## src/rtl/core/assert_macros.svh

```systemverilog
// ---------------------------------------------------------------------------
// assert_macros.svh
// concurrent assertion helpers, clocked on clk and held off during reset
// ---------------------------------------------------------------------------
`ifndef ASSERT_MACROS_SVH
`define ASSERT_MACROS_SVH

`ifndef SYNTHESIS
`define ASSERT_PROP(lbl, prop, msg) \
    lbl: assert property (@(posedge clk) disable iff (!rst_n) prop) else $error(msg);
`define ASSERT_NEVER(lbl, expr, msg) \
    lbl: assert property (@(posedge clk) disable iff (!rst_n) !(expr)) else $error(msg);
`else
`define ASSERT_PROP(lbl, prop, msg)
`define ASSERT_NEVER(lbl, expr, msg)
`endif

`endif

```

## src/rtl/core/bfha_pkg.sv

```systemverilog
// ---------------------------------------------------------------------------
// bfha_pkg
// shared types, microcode encodings and step addresses of the heap allocator
// ---------------------------------------------------------------------------
package bfha_pkg;

    localparam int HEAP_BYTES_DEF = 128;
    localparam int SIZE_W         = 7;
    localparam int WALK_W         = 8;
    localparam int UPC_W          = 5;

    typedef logic [3:0]       op_t;
    typedef logic [2:0]       cond_t;
    typedef logic [UPC_W-1:0] upc_t;
    typedef logic [1:0]       status_t;

    localparam status_t ST_OK        = 2'd0;
    localparam status_t ST_NO_FIT    = 2'd1;
    localparam status_t ST_NOT_BLOCK = 2'd2;

    localparam op_t OP_NONE       = 4'd0;
    localparam op_t OP_LOAD       = 4'd1;
    localparam op_t OP_ALLOC_EVAL = 4'd2;
    localparam op_t OP_ALLOC_HDR  = 4'd3;
    localparam op_t OP_ALLOC_REM  = 4'd4;
    localparam op_t OP_FREE_EVAL  = 4'd5;
    localparam op_t OP_FREE_CLR   = 4'd6;
    localparam op_t OP_FREE_MERGE = 4'd7;
    localparam op_t OP_CLR_NEXT   = 4'd8;
    localparam op_t OP_EMIT_ALLOC = 4'd9;
    localparam op_t OP_EMIT_NOFIT = 4'd10;
    localparam op_t OP_EMIT_NOTBLK = 4'd11;
    localparam op_t OP_EMIT_OK    = 4'd12;

    localparam cond_t C_NEVER     = 3'd0;
    localparam cond_t C_ALWAYS    = 3'd1;
    localparam cond_t C_NO_VALID  = 3'd2;
    localparam cond_t C_CMD_FREE  = 3'd3;
    localparam cond_t C_ADDR_END  = 3'd4;
    localparam cond_t C_NOT_FOUND = 3'd5;
    localparam cond_t C_NOT_HIT   = 3'd6;
    localparam cond_t C_NEXT_USED = 3'd7;

    localparam upc_t STEP_IDLE     = 5'd0;
    localparam upc_t STEP_DISPATCH = 5'd1;
    localparam upc_t STEP_A_CHK    = 5'd2;
    localparam upc_t STEP_A_EVAL   = 5'd3;
    localparam upc_t STEP_A_FIN    = 5'd4;
    localparam upc_t STEP_A_HDR    = 5'd5;
    localparam upc_t STEP_A_REM    = 5'd6;
    localparam upc_t STEP_E_NOFIT  = 5'd7;
    localparam upc_t STEP_E_ALLOC  = 5'd8;
    localparam upc_t STEP_E_NOTBLK = 5'd9;
    localparam upc_t STEP_F_CHK    = 5'd10;
    localparam upc_t STEP_F_EVAL   = 5'd11;
    localparam upc_t STEP_F_CLR    = 5'd12;
    localparam upc_t STEP_F_NEXT   = 5'd13;
    localparam upc_t STEP_F_MRG    = 5'd14;
    localparam upc_t STEP_F_ZAP    = 5'd15;
    localparam upc_t STEP_E_OK     = 5'd16;
    localparam upc_t STEP_LAST     = 5'd16;

    typedef struct packed {
        op_t   op;
        cond_t cond;
        upc_t  tgt;
        logic  wait_out;
    } ctl_word_t;

    typedef struct packed {
        logic cmd_free;
        logic addr_end;
        logic found;
        logic hit;
        logic next_used;
        logic out_busy;
    } dp_flags_t;

endpackage

```

## src/rtl/core/bfha_ucode_rom.sv

```systemverilog
// ---------------------------------------------------------------------------
// bfha_ucode_rom
// control store: one control word per step of the allocate and free programs
// ---------------------------------------------------------------------------
module bfha_ucode_rom (
    input  bfha_pkg::upc_t      upc,
    output bfha_pkg::ctl_word_t ctl
);
    import bfha_pkg::*;

    always_comb
    begin
        unique case (upc)
            STEP_IDLE:     ctl = '{OP_LOAD,        C_NO_VALID,  STEP_IDLE,     1'b0};
            STEP_DISPATCH: ctl = '{OP_NONE,        C_CMD_FREE,  STEP_F_CHK,    1'b0};
            STEP_A_CHK:    ctl = '{OP_NONE,        C_ADDR_END,  STEP_A_FIN,    1'b0};
            STEP_A_EVAL:   ctl = '{OP_ALLOC_EVAL,  C_ALWAYS,    STEP_A_CHK,    1'b0};
            STEP_A_FIN:    ctl = '{OP_NONE,        C_NOT_FOUND, STEP_E_NOFIT,  1'b0};
            STEP_A_HDR:    ctl = '{OP_ALLOC_HDR,   C_NEVER,     STEP_IDLE,     1'b0};
            STEP_A_REM:    ctl = '{OP_ALLOC_REM,   C_ALWAYS,    STEP_E_ALLOC,  1'b0};
            STEP_E_NOFIT:  ctl = '{OP_EMIT_NOFIT,  C_ALWAYS,    STEP_IDLE,     1'b1};
            STEP_E_ALLOC:  ctl = '{OP_EMIT_ALLOC,  C_ALWAYS,    STEP_IDLE,     1'b1};
            STEP_E_NOTBLK: ctl = '{OP_EMIT_NOTBLK, C_ALWAYS,    STEP_IDLE,     1'b1};
            STEP_F_CHK:    ctl = '{OP_NONE,        C_ADDR_END,  STEP_E_NOTBLK, 1'b0};
            STEP_F_EVAL:   ctl = '{OP_FREE_EVAL,   C_NOT_HIT,   STEP_F_CHK,    1'b0};
            STEP_F_CLR:    ctl = '{OP_FREE_CLR,    C_ADDR_END,  STEP_E_OK,     1'b0};
            STEP_F_NEXT:   ctl = '{OP_NONE,        C_NEXT_USED, STEP_E_OK,     1'b0};
            STEP_F_MRG:    ctl = '{OP_FREE_MERGE,  C_NEVER,     STEP_IDLE,     1'b0};
            STEP_F_ZAP:    ctl = '{OP_CLR_NEXT,    C_NEVER,     STEP_IDLE,     1'b0};
            STEP_E_OK:     ctl = '{OP_EMIT_OK,     C_ALWAYS,    STEP_IDLE,     1'b1};
            default:       ctl = '{OP_NONE,        C_ALWAYS,    STEP_IDLE,     1'b0};
        endcase
    end

endmodule

```

## src/rtl/core/bfha_sequencer.sv

```systemverilog
// ---------------------------------------------------------------------------
// bfha_sequencer
// step counter with conditional jumps, issues the datapath operation
// ---------------------------------------------------------------------------
module bfha_sequencer (
    input  logic                clk,
    input  logic                rst_n,
    input  logic                in_valid,
    input  bfha_pkg::dp_flags_t flags,
    output bfha_pkg::op_t       op,
    output logic                in_ready
);
    import bfha_pkg::*;

    upc_t      upc_reg;
    upc_t      upc_next;
    ctl_word_t ctl;
    logic      hold;
    logic      take;

    bfha_ucode_rom u_rom (
        .upc (upc_reg),
        .ctl (ctl)
    );

    assign hold     = ctl.wait_out & flags.out_busy;
    assign op       = hold ? OP_NONE : ctl.op;
    assign in_ready = (ctl.op == OP_LOAD);

    always_comb
    begin
        unique case (ctl.cond)
            C_NEVER:     take = 1'b0;
            C_ALWAYS:    take = 1'b1;
            C_NO_VALID:  take = ~in_valid;
            C_CMD_FREE:  take = flags.cmd_free;
            C_ADDR_END:  take = flags.addr_end;
            C_NOT_FOUND: take = ~flags.found;
            C_NOT_HIT:   take = ~flags.hit;
            C_NEXT_USED: take = flags.next_used;
            default:     take = 1'b0;
        endcase
    end

    always_comb
    begin
        if (hold)
            upc_next = upc_reg;
        else if (take)
            upc_next = ctl.tgt;
        else
            upc_next = upc_reg + upc_t'(1);
    end

    always_ff @(posedge clk or negedge rst_n)
    begin
        if (!rst_n)
            upc_reg <= STEP_IDLE;
        else
            upc_reg <= upc_next;
    end

endmodule

```

## src/rtl/core/bfha_datapath.sv

```systemverilog
// ---------------------------------------------------------------------------
// bfha_datapath
// header memory, walk registers, best-fit tracking and result register
// ---------------------------------------------------------------------------
`include "assert_macros.svh"

module bfha_datapath #(
    parameter int HEAP_BYTES = bfha_pkg::HEAP_BYTES_DEF
) (
    input  logic                clk,
    input  logic                rst_n,
    input  bfha_pkg::op_t       op,
    input  logic                in_valid,
    input  logic                in_cmd,
    input  logic [6:0]          in_request_size,
    input  logic [6:0]          in_free_address,
    input  logic                out_ready,
    output logic                out_valid,
    output bfha_pkg::status_t   out_status,
    output logic [6:0]          out_payload_address,
    output bfha_pkg::dp_flags_t flags
);
    import bfha_pkg::*;

    localparam int AW = (HEAP_BYTES > 1) ? $clog2(HEAP_BYTES) : 1;
    localparam logic [WALK_W-1:0] HEAP_END  = WALK_W'(HEAP_BYTES);
    localparam logic [7:0]        HDR_RESET = {SIZE_W'(HEAP_BYTES - 1), 1'b0};

    logic [7:0]        mem [HEAP_BYTES];

    logic              cmd_reg;
    logic [SIZE_W-1:0] req_reg;
    logic [6:0]        paddr_reg;
    logic [WALK_W-1:0] addr_reg;
    logic [WALK_W-1:0] addr_next;
    logic [AW-1:0]     cur_reg;
    logic [SIZE_W-1:0] size_reg;
    logic [AW-1:0]     best_reg;
    logic [SIZE_W-1:0] best_size_reg;
    logic [SIZE_W-1:0] best_diff_reg;
    logic              found_reg;
    logic              out_valid_reg;
    status_t           status_reg;
    logic [6:0]        pay_reg;
    logic              hdr0_valid_reg;
    logic [7:0]        rd_data_reg;
    logic              rd_zero_reg;

    logic [7:0]        hdr;
    logic [SIZE_W-1:0] hdr_size;
    logic [SIZE_W-1:0] diff;
    logic              better;
    logic              we;
    logic [AW-1:0]     waddr;
    logic [7:0]        wdata;
    logic [AW-1:0]     raddr;
    logic              emit;

    // header 0 reads as one whole free block until first written
    assign hdr      = (rd_zero_reg && !hdr0_valid_reg) ? HDR_RESET : rd_data_reg;
    assign hdr_size = hdr[7:1];
    assign diff     = hdr_size - req_reg;
    assign better   = !hdr[0] && (hdr_size > req_reg) && (!found_reg || diff < best_diff_reg);
    assign addr_next = addr_reg + {1'b0, hdr_size} + WALK_W'(1);
    assign raddr    = addr_reg[AW-1:0];

    assign flags.cmd_free  = cmd_reg;
    assign flags.addr_end  = (addr_reg >= HEAP_END);
    assign flags.found     = found_reg;
    assign flags.hit       = ({1'b0, paddr_reg} == addr_reg + WALK_W'(1));
    assign flags.next_used = hdr[0];
    assign flags.out_busy  = out_valid_reg & ~out_ready;

    assign emit = (op == OP_EMIT_ALLOC) || (op == OP_EMIT_NOFIT) ||
                  (op == OP_EMIT_NOTBLK) || (op == OP_EMIT_OK);

    always_comb
    begin
        we    = 1'b0;
        waddr = cur_reg;
        wdata = 8'h00;
        case (op)
            OP_ALLOC_HDR:
            begin
                we    = 1'b1;
                waddr = best_reg;
                wdata = {req_reg, 1'b1};
            end
            OP_ALLOC_REM:
            begin
                we    = !flags.addr_end;
                waddr = addr_reg[AW-1:0];
                wdata = {best_size_reg - req_reg - SIZE_W'(1), 1'b0};
            end
            OP_FREE_CLR:
            begin
                we    = 1'b1;
                waddr = cur_reg;
                wdata = {size_reg, 1'b0};
            end
            OP_FREE_MERGE:
            begin
                we    = 1'b1;
                waddr = cur_reg;
                wdata = {size_reg + hdr_size + SIZE_W'(1), 1'b0};
            end
            OP_CLR_NEXT:
            begin
                we    = 1'b1;
                waddr = addr_reg[AW-1:0];
                wdata = 8'h00;
            end
            default:
            begin
                we = 1'b0;
            end
        endcase
    end

    always_ff @(posedge clk)
    begin
        if (we)
            mem[waddr] <= wdata;
        rd_data_reg <= mem[raddr];
        rd_zero_reg <= (raddr == '0);
    end

    always_ff @(posedge clk)
    begin
        case (op)
            OP_LOAD:
            begin
                if (in_valid)
                begin
                    cmd_reg   <= in_cmd;
                    req_reg   <= in_request_size;
                    paddr_reg <= in_free_address;
                    addr_reg  <= '0;
                end
            end
            OP_ALLOC_EVAL:
            begin
                addr_reg <= addr_next;
                if (better)
                begin
                    best_reg      <= addr_reg[AW-1:0];
                    best_size_reg <= hdr_size;
                    best_diff_reg <= diff;
                end
            end
            OP_ALLOC_HDR:
            begin
                addr_reg <= WALK_W'(best_reg) + {1'b0, req_reg} + WALK_W'(1);
            end
            OP_FREE_EVAL:
            begin
                cur_reg  <= addr_reg[AW-1:0];
                size_reg <= hdr_size;
                addr_reg <= addr_next;
            end
            default:
            begin
            end
        endcase
        if (emit)
        begin
            status_reg <= (op == OP_EMIT_NOFIT)  ? ST_NO_FIT :
                          (op == OP_EMIT_NOTBLK) ? ST_NOT_BLOCK : ST_OK;
            pay_reg    <= (op == OP_EMIT_ALLOC) ? 7'(WALK_W'(best_reg) + WALK_W'(1)) : 7'd0;
        end
    end

    always_ff @(posedge clk or negedge rst_n)
    begin
        if (!rst_n)
        begin
            found_reg      <= 1'b0;
            out_valid_reg  <= 1'b0;
            hdr0_valid_reg <= 1'b0;
        end
        else
        begin
            if (op == OP_LOAD && in_valid)
                found_reg <= 1'b0;
            else if (op == OP_ALLOC_EVAL && better)
                found_reg <= 1'b1;
            if (we && waddr == '0)
                hdr0_valid_reg <= 1'b1;
            if (emit)
                out_valid_reg <= 1'b1;
            else if (out_ready)
                out_valid_reg <= 1'b0;
        end
    end

    assign out_valid           = out_valid_reg;
    assign out_status          = status_reg;
    assign out_payload_address = pay_reg;

    `ASSERT_NEVER(a_write_in_heap, we && (WALK_W'(waddr) >= HEAP_END), "header write beyond heap")
    `ASSERT_PROP(a_fail_no_addr, (out_valid_reg && status_reg != ST_OK) |-> (pay_reg == 7'd0), "failed request carries an address")
    `ASSERT_PROP(a_best_surplus, found_reg |-> (best_diff_reg != '0), "best fit without surplus")

endmodule

```

## src/rtl/core/best_fit_heap_allocator.sv

```systemverilog
// ---------------------------------------------------------------------------
// best_fit_heap_allocator
// best-fit heap allocator over an in-memory chain of one-byte block headers
// ---------------------------------------------------------------------------
// allocate: walks every block header, then writes the chosen header and the
// remainder header and registers the result; when nothing fits, it registers a no-fit result instead
// free: walks the headers up to and including the target, then clears it and merges a free successor
// one item in flight and one idle step, so an item is finished before the next
// one is taken; the header memory is read once per walk step
// reset: heap is one free block at once, no clearing pass, no output valid
module best_fit_heap_allocator #(
    parameter int HEAP_BYTES = bfha_pkg::HEAP_BYTES_DEF
) (
    input  logic        clk,
    input  logic        rst_n,
    input  logic        s_tvalid,
    output logic        s_tready,
    input  logic [15:0] s_tdata,   // request_size[6:0], free_address[13:7], zero pad
    input  logic        s_tuser,   // cmd
    output logic        m_tvalid,
    input  logic        m_tready,
    output logic [7:0]  m_tdata,   // payload_address[6:0], zero pad
    output logic [1:0]  m_tuser    // status
);
    import bfha_pkg::*;

    op_t       op;
    dp_flags_t flags;
    logic [6:0] pay;

    bfha_sequencer u_seq (
        .clk      (clk),
        .rst_n    (rst_n),
        .in_valid (s_tvalid),
        .flags    (flags),
        .op       (op),
        .in_ready (s_tready)
    );

    bfha_datapath #(
        .HEAP_BYTES (HEAP_BYTES)
    ) u_dp (
        .clk                 (clk),
        .rst_n               (rst_n),
        .op                  (op),
        .in_valid            (s_tvalid),
        .in_cmd              (s_tuser),
        .in_request_size     (s_tdata[6:0]),
        .in_free_address     (s_tdata[13:7]),
        .out_ready           (m_tready),
        .out_valid           (m_tvalid),
        .out_status          (m_tuser),
        .out_payload_address (pay),
        .flags               (flags)
    );

    assign m_tdata = {1'b0, pay};

endmodule

```

## config.mk

```make
export PLATFORM = sky130hd
export DESIGN_NAME = best_fit_heap_allocator
export DESIGN_NICKNAME = d
export VERILOG_FILES = /design/src/rtl/core/bfha_pkg.sv /design/src/rtl/core/bfha_ucode_rom.sv /design/src/rtl/core/bfha_sequencer.sv /design/src/rtl/core/bfha_datapath.sv /design/src/rtl/core/best_fit_heap_allocator.sv
export VERILOG_INCLUDE_DIRS = /design/src /design/src/rtl/core
export SDC_FILE = /design/constraint.sdc
export NUM_CORES = 1
export LEC_CHECK = 0
export ABC_CLOCK_PERIOD_IN_PS = 11310
export BUFFER_PORTS_ARGS = -buffer_cell sky130_fd_sc_hd__buf_2
export CELL_PAD_IN_SITES_DETAIL_PLACEMENT = 0
export CELL_PAD_IN_SITES_GLOBAL_PLACEMENT = 1
export CORE_UTILIZATION = 35
export CTS_CLUSTER_SIZE = 40
export DETAILED_ROUTE_END_ITERATION = 8
export PLACE_DENSITY_LB_ADDON = 0.1
export SLEW_MARGIN = 20
export SYNTH_ARGS = -nofsm -noshare
export SYNTH_HDL_FRONTEND = slang
export SYNTH_SLANG_ARGS = --single-unit
```

## constraint.sdc

```tcl
create_clock -name clk -period 11.31 [get_ports clk]
set_clock_uncertainty 0.15 [all_clocks]
set_input_delay 2.262 -clock clk [delete_from_list [all_inputs] [get_ports clk]]
set_output_delay 2.262 -clock clk [all_outputs]
set_load 0.02 [all_outputs]
```

# Word-level counts from Yosys, hierarchy flattened
# Memories as Yosys holds them, arrays and structs flattened. A register that Yosys moved wholly into a read port is not among the register bits.
# Cells that the tools add are included.
# Widths: inputs -> output; s select.
# op_classes
magnitude_cmp,3
n_mux,16
n_addsub,12
bitwise,6
eq_ne,22
reduce_logical,26
# op_table
op,n
$pmux 8 s4,1
$add 8x1->8 const B,3
$pmux 8 s3,1
$eq 4x4->1 const B,5
$eq 4x3->1 const B,4
$mux 8,2
$add 7x1->7 const B,2
$logic_not 7->1,2
$pmux 7 s2,1
$sub 7x7->7,2
$eq 3x3->1 const B,4
$add 7x7->8,1
$add 8x7->8,1
$eq 4x1->1 const B,2
$eq 4x2->1 const B,2
$eq 7x8->1,1
$ge 8x8->1 const B,1
$pmux 1 s8,1
$add 7x7->7,1
$gt 7x7->1,1
$lt 7x7->1,1
$sub 7x1->7 const B,1
$eq 3x2->1 const B,2
$logic_and 1x1->1,6
18 further kinds,37
# word_totals
mem_bits_rw,1024
romBits,416
output_inout_bits,12
reg_bits,76
mem_count,2
# memory_table
name,depth,width,rd,rd_ports_with_merged_regs,write_ports,line,source
u_dp.mem,128,8,1,1,1,bfha_datapath.sv:29,logic [7:0] mem [HEAP_BYTES];
(name not given),32,13,1,0,0,bfha_ucode_rom.sv:13,unique case (upc)

# Logic depth before layout (Yosys ltp)
# Gate-level depths: netlist of the first run.
# depth
word_depth,10
depth_mapped,14
depth_no_buf,14

# Modules after synthesis
# From an unflattened synthesis of the first run, not the netlist that was laid out.
# hier_totals
hier_cells,2438
hier_area_um2,45407.3
# by_module_without_submodules
module,n_inst,cells_each,area_per_inst_um2,seq_area_each_um2
bfha_datapath,1,2321,44540.2,33016.7
bfha_sequencer,1,54,457.9,125.1
bfha_ucode_rom,1,61,397.9,0.0
best_fit_heap_allocator,1,2,11.3,0.0

# Least setup slack after synthesis of the first run
# Ideal clock, no wire load.
# synth_timing
path_kind,input -> register
from,in m_tready
to,"mem u_dp.mem[0][6], data pin"
path_slack_ps,2081
n_path_buf,1
path_stages,6
setup_time_ps,1197
arrival_time_ps,7882
cell_sequence,nor2b_1 nand2_1 nand4_1 nand2b_1 buf_1 o21ai_0
# synth_between
elab_chain_len,6
word_cells_on_any_way,9
classes_between,eq/ne (4); mux (2); bitwise (3)
# synth_lines
item,line,source
start: declaration,best_fit_heap_allocator.sv:21,"input logic m_tready,"
$not 1->1 (*),bfha_datapath.sv:72,assign flags.out_busy = out_valid_reg & ~out_ready;
$and 1x1->1 (*),bfha_datapath.sv:72,
$and 1x1->1 (*),bfha_sequencer.sv:26,assign hold = ctl.wait_out & flags.out_busy;
$mux 4 (*),bfha_sequencer.sv:27,assign op = hold ? OP_NONE : ctl.op;
$eq 4x3->1 or $eq 4x2->1 (tied branches),bfha_datapath.sv:82,case (op)
$pmux 8 s4 (*),bfha_datapath.sv:82,
net u_dp.wdata[6],bfha_datapath.sv:55,logic [7:0] wdata;
end: declaration,bfha_datapath.sv:29,
# Mark *: on every way through the listed nets, which the timed path passes. The rest lies on a longest branch.

# Worst setup path after layout of the first run
# layout_timing
from,in m_tready
to,"mem u_dp.mem[90][7], enable pin"
# layout_between
elab_chain_len,9
word_cells_on_any_way,15
classes_between,eq/ne (5); mux (5); bitwise (3); reduce/logical (2)
# layout_lines
item,line,source
$not 1->1 (*),bfha_datapath.sv:72,
$and 1x1->1 (*),bfha_datapath.sv:72,
$and 1x1->1 (*),bfha_sequencer.sv:26,
$mux 4 (*),bfha_sequencer.sv:27,
$eq 4x3->1 (tied with other cells),bfha_datapath.sv:82,
$reduce_or 4->1 (no line),--,
$pmux 1 s2,bfha_datapath.sv:82,
$mux 1,bfha_datapath.sv:122,if (we)
$mux 1 (not written as such),bfha_datapath.sv:123,mem[waddr] <= wdata;
# Every way passes the cells marked *; elsewhere a longest branch is shown, timed or not.

==> impl_metrics.tcl, run 1 <==
set metrics [dict create \
    drc_errors 0 \
    cts_buffer_depth 3 \
    grt.met3_usage_pct 2.67 \
    dpl_cell_area_sq_mm 0.0473 \
    final_nets 2322 \
    p_per_area_mw_per_mm2 255 \
    synth_compound_area_share_pct 2.56 \
    synthFlopType "edfxtp_1" \
    ys_seq_elements 1108 \
    syn_avg_cell_area_sq_um 20.9 \
    power_frac_comb_pct 32.6 \
    design.die.area_sq_mm 0.130 \
    ys_types 66 \
    cts_buffers 119 \
    power_switching_mw 4.26 \
    synth_nets 2233 \
    path_buf_inv 3 \
    seq_power_share_pct 38.9 \
    grt_pass1_wl_mm 167 \
    wl_per_cell_um 28.9 \
    stdcell_count 3999 \
    internal_power_mw 8.74 \
    synth-seq-area-share_pct 73.6 \
    place_inst 3784 \
    fill_cells 11300 \
    critPathRequiredTime_ns 11.47 \
    routed_wl_mm 116 \
    setup-tns-final_ns 0 \
    yosys_warnings 0 \
    multi_input_area_sq_mm 0.0115 \
    final_area_sq_mm 0.0510 \
    first_iter_violations 1526 \
    postLayoutCoreUtil_pct 39.9 \
    post_cts_resize_count 0 \
    cp.arrival_ns 6.23 \
    maxCapViolations 0 \
    layout-drive-gt1-share_pct 26.0 \
    dr.pass1.iters 5 \
    antenna_found_initial 4 \
    netlist_area_sq_mm 0.0450 \
    largest_reg_flops 1024 \
    critPathMaxFanout 60 \
    cpMaxStageDelayCell "nor2_1" \
    grt_max_degree 101 \
    yosys-top-cells-area "edfxtp_1 73%, mux4_2 17%, ha_1 1.5%" \
    ant_nets 0 \
    synth_fa_ha_area_share_pct 1.69 \
    finalSetupViolations 0 \
    final_cell_mix "1091 x edfxtp_1, 337 x mux4_2, 160 x nor2_1" \
    finalWorstSetupSlack_ns 5.25 \
    yosys.area_share.simple_pct 2.72 \
    grt-busiest-layer "met2" \
    slew_headroom_pct 26.0 \
    dp_slack_ns 4.51 \
    synth_top_family_by_area "multiplexers" \
    synth.mux.area_fraction_pct 17.3 \
    netlist_instances 2154 \
    swShare_pct 32.8 \
    cts_tree "yes" \
    power.total_mw 13.0 \
    start_kind "input pin" \
    async_flop_share_pct 0.722 \
    vdd_drop_max_v 0.000164 \
    slew_violations 0 \
    cts-root-buf "clkbuf_16" \
    seq_area_sq_mm 0.0331 \
    globalRouteMet1Util_pct 25.2 \
    whs_ns 0.353 \
    insertion_delay_ns 0.72 \
    outcome "complete, no violations" \
    die_x_um 361 \
    ios 33 \
    io_buffers 29 \
    crit_family "simple AND/OR/NAND/NOR gates" \
    dr_total_vias 21400 \
    hp-class "reg2reg" \
    grt_use_met2_pct 29.1 \
    clkPwrFrac_pct 28.5 \
    fmax_ghz 0.165 \
    clock_sinks 1108 \
    core-area_sq_mm 0.128 \
    gp_congestion 0.772 \
    synth_top_cell_by_area "edfxtp_1" \
    critPathCaptureType "flop" \
    layout_commonest_cell "edfxtp_1" \
    grt_remaining_overflow 0 \
    post-route-min-period_ns 6.06 \
    floorplan.initialDensity_pct 35.3 \
    critPathKind "in2reg" \
    area_growth_pct 13.2 \
    cts_hold_buffers 0 \
    worst_slew_pin_slew_ns 1.11 \
    synth_top_area_share_pct 72.7 \
    rsz0062_at_grt "false" \
    grt_pass1_vias 22500 \
    layout_worst_path_cycle_share_pct 53.6 \
    rows 131 \
    viasPerCell 5.36 \
    slowest_delay_ns 0.94 \
    synth-edff-count 1091 \
    dp_hpwl_mm 69.9 \
    cts_setup_buffers 0 \
    grt_usage_pct 17.9 \
    crit_chain "buf_2, nor2b_1, a21oi_1, and3_1, nand2_1, buf_4, inv_4, o311a_1, nand2_2, nor2_1" \
    htree_levels 3 \
    leakagePower_nw 15.7 \
    hold_violations 0 \
    die_y_um 361 \
    synthXorXnorAreaFrac_pct 0.817 \
    path_clk_slew_ns 0.06 \
]
layout make-up:
| cell class | instances | share of cell area [%] |
|---|---|---|
| Timing Repair Buffer | 70 | 0.952 |
| Clock inverter | 69 | 1.08 |
| Tap cell | 1662 | 4.08 |
| Clock buffer | 144 | 6.08 |
| Antenna cell | 2 | 0.00981 |
| Multi-Input combinational cell | 897 | 22.5 |
| Sequential cell | 1108 | 65.0 |
| Inverter | 47 | 0.356 |
synth_stat cells (5+ instances only):
cell type and number:
a31oi_1 5, nor3_1 7, nand2b_1 14, dfxtp_1 9, nor2_1 160, mux4_2 337, ha_1 53, o221ai_1 5
o211ai_1 5, dfrtp_1 8, edfxtp_1 1091, mux2i_1 11, buf_1 31, mux2_2 10, nand3_1 22, xor2_1 9
a21o_1 16, a32o_1 6, inv_1 44, xnor2_1 33, a21oi_1 35, fa_1 5, o22ai_1 10, clkbuf_1 58
o21bai_1 10, nand2_1 47, a32oi_1 6, and3_1 5, nor2b_1 9, buf_2 12, o21ai_0 14
power groups by stage:
stage	Clock (mW)	Sequential (mW)	Combinational (mW)
3_3_place_gp	0	5.15	4.32
5_1_grt	3.95	5.07	4.56
4_1_cts	3.80	5.06	4.37
6_report	3.70	5.06	4.24
2_1_floorplan	0	5.17	2.79
3_5_place_dp	0	5.15	4.35
worst register-to-register path: cells and delay by family (launching register included):
kind            cells  cell delay (ns)
mux                 1             0.31
fa+ha+maj           1             0.31
buf+inv             3             1.02
flops               1             0.81
simple gates        4             2.24
compound gates      2             0.81
per-layer routing:
layer,up-vias,part of all wire [%]
li1,9166,-
met1,11700,45
met2,458,48
met3,146,4.2
met4,0,1.9
met5,-,0
logic make-up after synthesis:
family	Yosys count
compound gates	158
xor+xnor	42
fa+ha+maj	58
simple gates	280
flops	1108
mux	358
buf+inv	149
other cells	1
worst paths after layout:
path | from | end | slack (ns) | cells after the start
max | m_tready | u_dp.mem[90][7] | 5.25 | 10
max reg2reg | u_seq.upc_reg[2] | u_dp.mem[90][7] | 5.26 | 11
min | u_dp.addr_reg[4] | u_dp.best_reg[4] | 0.35 | 0
min reg2reg | u_dp.addr_reg[4] | u_dp.best_reg[4] | 0.35 | 0
min in group asynchronous | rst_n | u_seq.upc_reg[1] | 1.26 | 1
max in group asynchronous | rst_n | u_dp.out_valid | 9.53 | 1
Note: power is estimated with default switching activity, not from simulation.
==> inputs of run 2 (changes only) <==
--- a/config.mk
+++ b/config.mk
@@ -6,7 +6,7 @@
 export SDC_FILE = /design/constraint.sdc
 export NUM_CORES = 1
 export LEC_CHECK = 0
-export ABC_CLOCK_PERIOD_IN_PS = 11310
+export ABC_CLOCK_PERIOD_IN_PS = 5310
 export BUFFER_PORTS_ARGS = -buffer_cell sky130_fd_sc_hd__buf_2
 export CELL_PAD_IN_SITES_DETAIL_PLACEMENT = 0
 export CELL_PAD_IN_SITES_GLOBAL_PLACEMENT = 1
==> constraint.sdc (replaced) <==
create_clock -name clk -period 5.31 [get_ports clk]
set_clock_uncertainty 0.15 [all_clocks]
set_input_delay 1.062 -clock clk [delete_from_list [all_inputs] [get_ports clk]]
set_output_delay 1.062 -clock clk [all_outputs]
set_load 0.02 [all_outputs]
==> impl_metrics.tcl, run 2 (synthesized netlist as in run 1, its figures left out) <==
set metrics [dict create \
    maxCapViolations 0 \
    antenna_cells 0 \
    floorplan.initialDensity_pct 35.3 \
    layout_commonest_cell "edfxtp_1" \
    die_x_um 361 \
    grt_pass1_wl_mm 169 \
    core-area_sq_mm 0.128 \
    worst_slew_pin_slew_ns 1.03 \
    outcome "complete, no violations" \
    rsz0062_at_grt "false" \
    final_cell_mix "1091 x edfxtp_1, 337 x mux4_2, 180 x buf_4" \
    startpoint "u_seq.upc_reg[1]" \
    worst_r2r_endpoint "u_dp.mem[106][0]" \
    dp_hpwl_mm 71.1 \
    io_buffers 29 \
    layout-drive-gt1-share_pct 30.9 \
    insertion_delay_ns 0.73 \
    cpMaxStageDelayCell "and3_1" \
    critPathMaxFanout 34 \
    hold_violations 0 \
    path_clk_slew_ns 0.06 \
    antenna_found_initial 4 \
    htree_levels 3 \
    r2r-start "u_seq.upc_reg[1]" \
    layout_worst_path_cycle_share_pct 92.9 \
    cts-root-buf "clkbuf_16" \
    cts_buffer_depth 3 \
    ff2ff_path_depth 13 \
    cts_tree "yes" \
    vdd_drop_max_v 0.000430 \
    hp-class "in2async" \
    slew_violations 0 \
    largest_reg_flops 1024 \
    start_kind "flop" \
    cts_buffers 119 \
    dpl_cell_area_sq_mm 0.0487 \
    place_inst 3937 \
    dr.pass1.iters 8 \
    wl_per_cell_um 28.2 \
    rows 131 \
    whs_ns 0.0607 \
    ios 33 \
    ant_nets 0 \
    finalWorstSetupSlack_ns 0.377 \
    critPathKind "reg2reg" \
    stdcell_count 4161 \
    die_y_um 361 \
    final_area_sq_mm 0.0525 \
    finalSetupViolations 0 \
    first_iter_violations 1929 \
    grt_usage_pct 18.2 \
    drc_errors 0 \
    area_growth_pct 16.6 \
    critPathRequiredTime_ns 5.60 \
    dr_total_vias 21800 \
    routed_wl_mm 117 \
    slew_headroom_pct 30.9 \
    leakagePower_nw 16.7 \
    design.die.area_sq_mm 0.130 \
    fmax_ghz 0.203 \
    fill_cells 11200 \
    final_nets 2479 \
    gp_congestion 0.766 \
    cts_hold_buffers 0 \
    grt_max_degree 129 \
    dp_slack_ns 0.217 \
    critPathMostFrequentCell "buf_4" \
    worstSetupEndpoint "u_dp.mem[106][0]" \
    viasPerCell 5.25 \
    cp.arrival_ns 5.23 \
    p_per_area_mw_per_mm2 537 \
    clock_sinks 1108 \
    grt_remaining_overflow 0 \
    slowest_delay_ns 0.59 \
    setup-tns-final_ns 0 \
    crit_chain "ha_1, ha_1, mux2_2, a21oi_1, and3_1, nand2_1, inv_4, buf_4, o311a_1, nand2_1, buf_4, nor2_1, buf_4" \
    critPathCaptureType "flop" \
    grt_pass1_vias 22600 \
    post-route-min-period_ns 4.93 \
    r2r_slack_ns 0.38 \
]
[run 2: changes by cell type in the layout (fill, tap and decap cells not counted), moves of 3 or more]
cell and change:
clkinv_1 -5, clkinvlp_4 +3, clkbuf_1 +3, bufinv_16 +3
buf_12 +16, buf_4 +143
[run 2: repair_timing]
action / in CTS / in global routing
endpoints found under the hold margin: 0 / 0
buffers inserted: 0 / 4
setup endpoints to repair: 0 / 69
resized for setup: 0 / 0
[run 2: stage by stage]
stage	power [mW]	utilization, %
2_1_floorplan	16.9	-
3_3_place_gp	20.4	38.1
3_5_place_dp	20.5	38.1
4_1_cts	28.7	41.1
5_1_grt	29.4	41.1
6_report	28.2	41.1
[run 2: worst max-delay path: cells and delay by family (launching register included)]
family / cells / cell delay, ns
buffers and inverters: 4 / 1.02
and+or+nand+nor: 4 / 1.31
AOI/OAI and AO/OA: 2 / 0.80
muxes: 1 / 0.30
DFF: 1 / 0.49
adders and majority gates: 2 / 0.57
[run 2: how the worst min path moves through the flow]
stage / slack (ns) / depth (start not counted) / end / startpoint
finish: 0.06 / 1 / u_dp.found_reg / rst_n
global placement: 0.36 / 1 / u_dp.hdr0_valid_reg / u_dp.hdr0_valid_reg
global route: 0.04 / 1 / u_dp.found_reg / rst_n
detailed placement: 0.36 / 1 / u_dp.hdr0_valid_reg / u_dp.hdr0_valid_reg
floorplan: 0.31 / 1 / u_dp.hdr0_valid_reg / u_dp.hdr0_valid_reg
CTS: 0.01 / 1 / u_dp.found_reg / rst_n
[run 2: layer usage]
metal  vias up  GRT usage, %  share of wire [%]
li1       9471             -                  -
met1     11700          25.8                 45
met2       527          29.0                 48
met3       134          2.99                5.1
met4         0          4.72                1.9
met5         -             0                  0
[run 2: where the power goes]
| part | switching, mW | internal, mW |
|---|---|---|
| Clock | 3.48 | 4.63 |
| Sequential | 0.207 | 10.5 |
| Combinational | 5.53 | 3.80 |
[run 2: area by class of cell]
class / count / area [sq um] / share of cell area [%]
Clock inverter: 74 / 694 / 1.32
Inverter: 47 / 181 / 0.346
Tap cell: 1662 / 2080 / 3.96
Clock buffer: 146 / 3100 / 5.91
Timing Repair Buffer: 227 / 1860 / 3.54
Sequential cell: 1108 / 33100 / 63.1
Multi-Input combinational cell: 897 / 11400 / 21.8
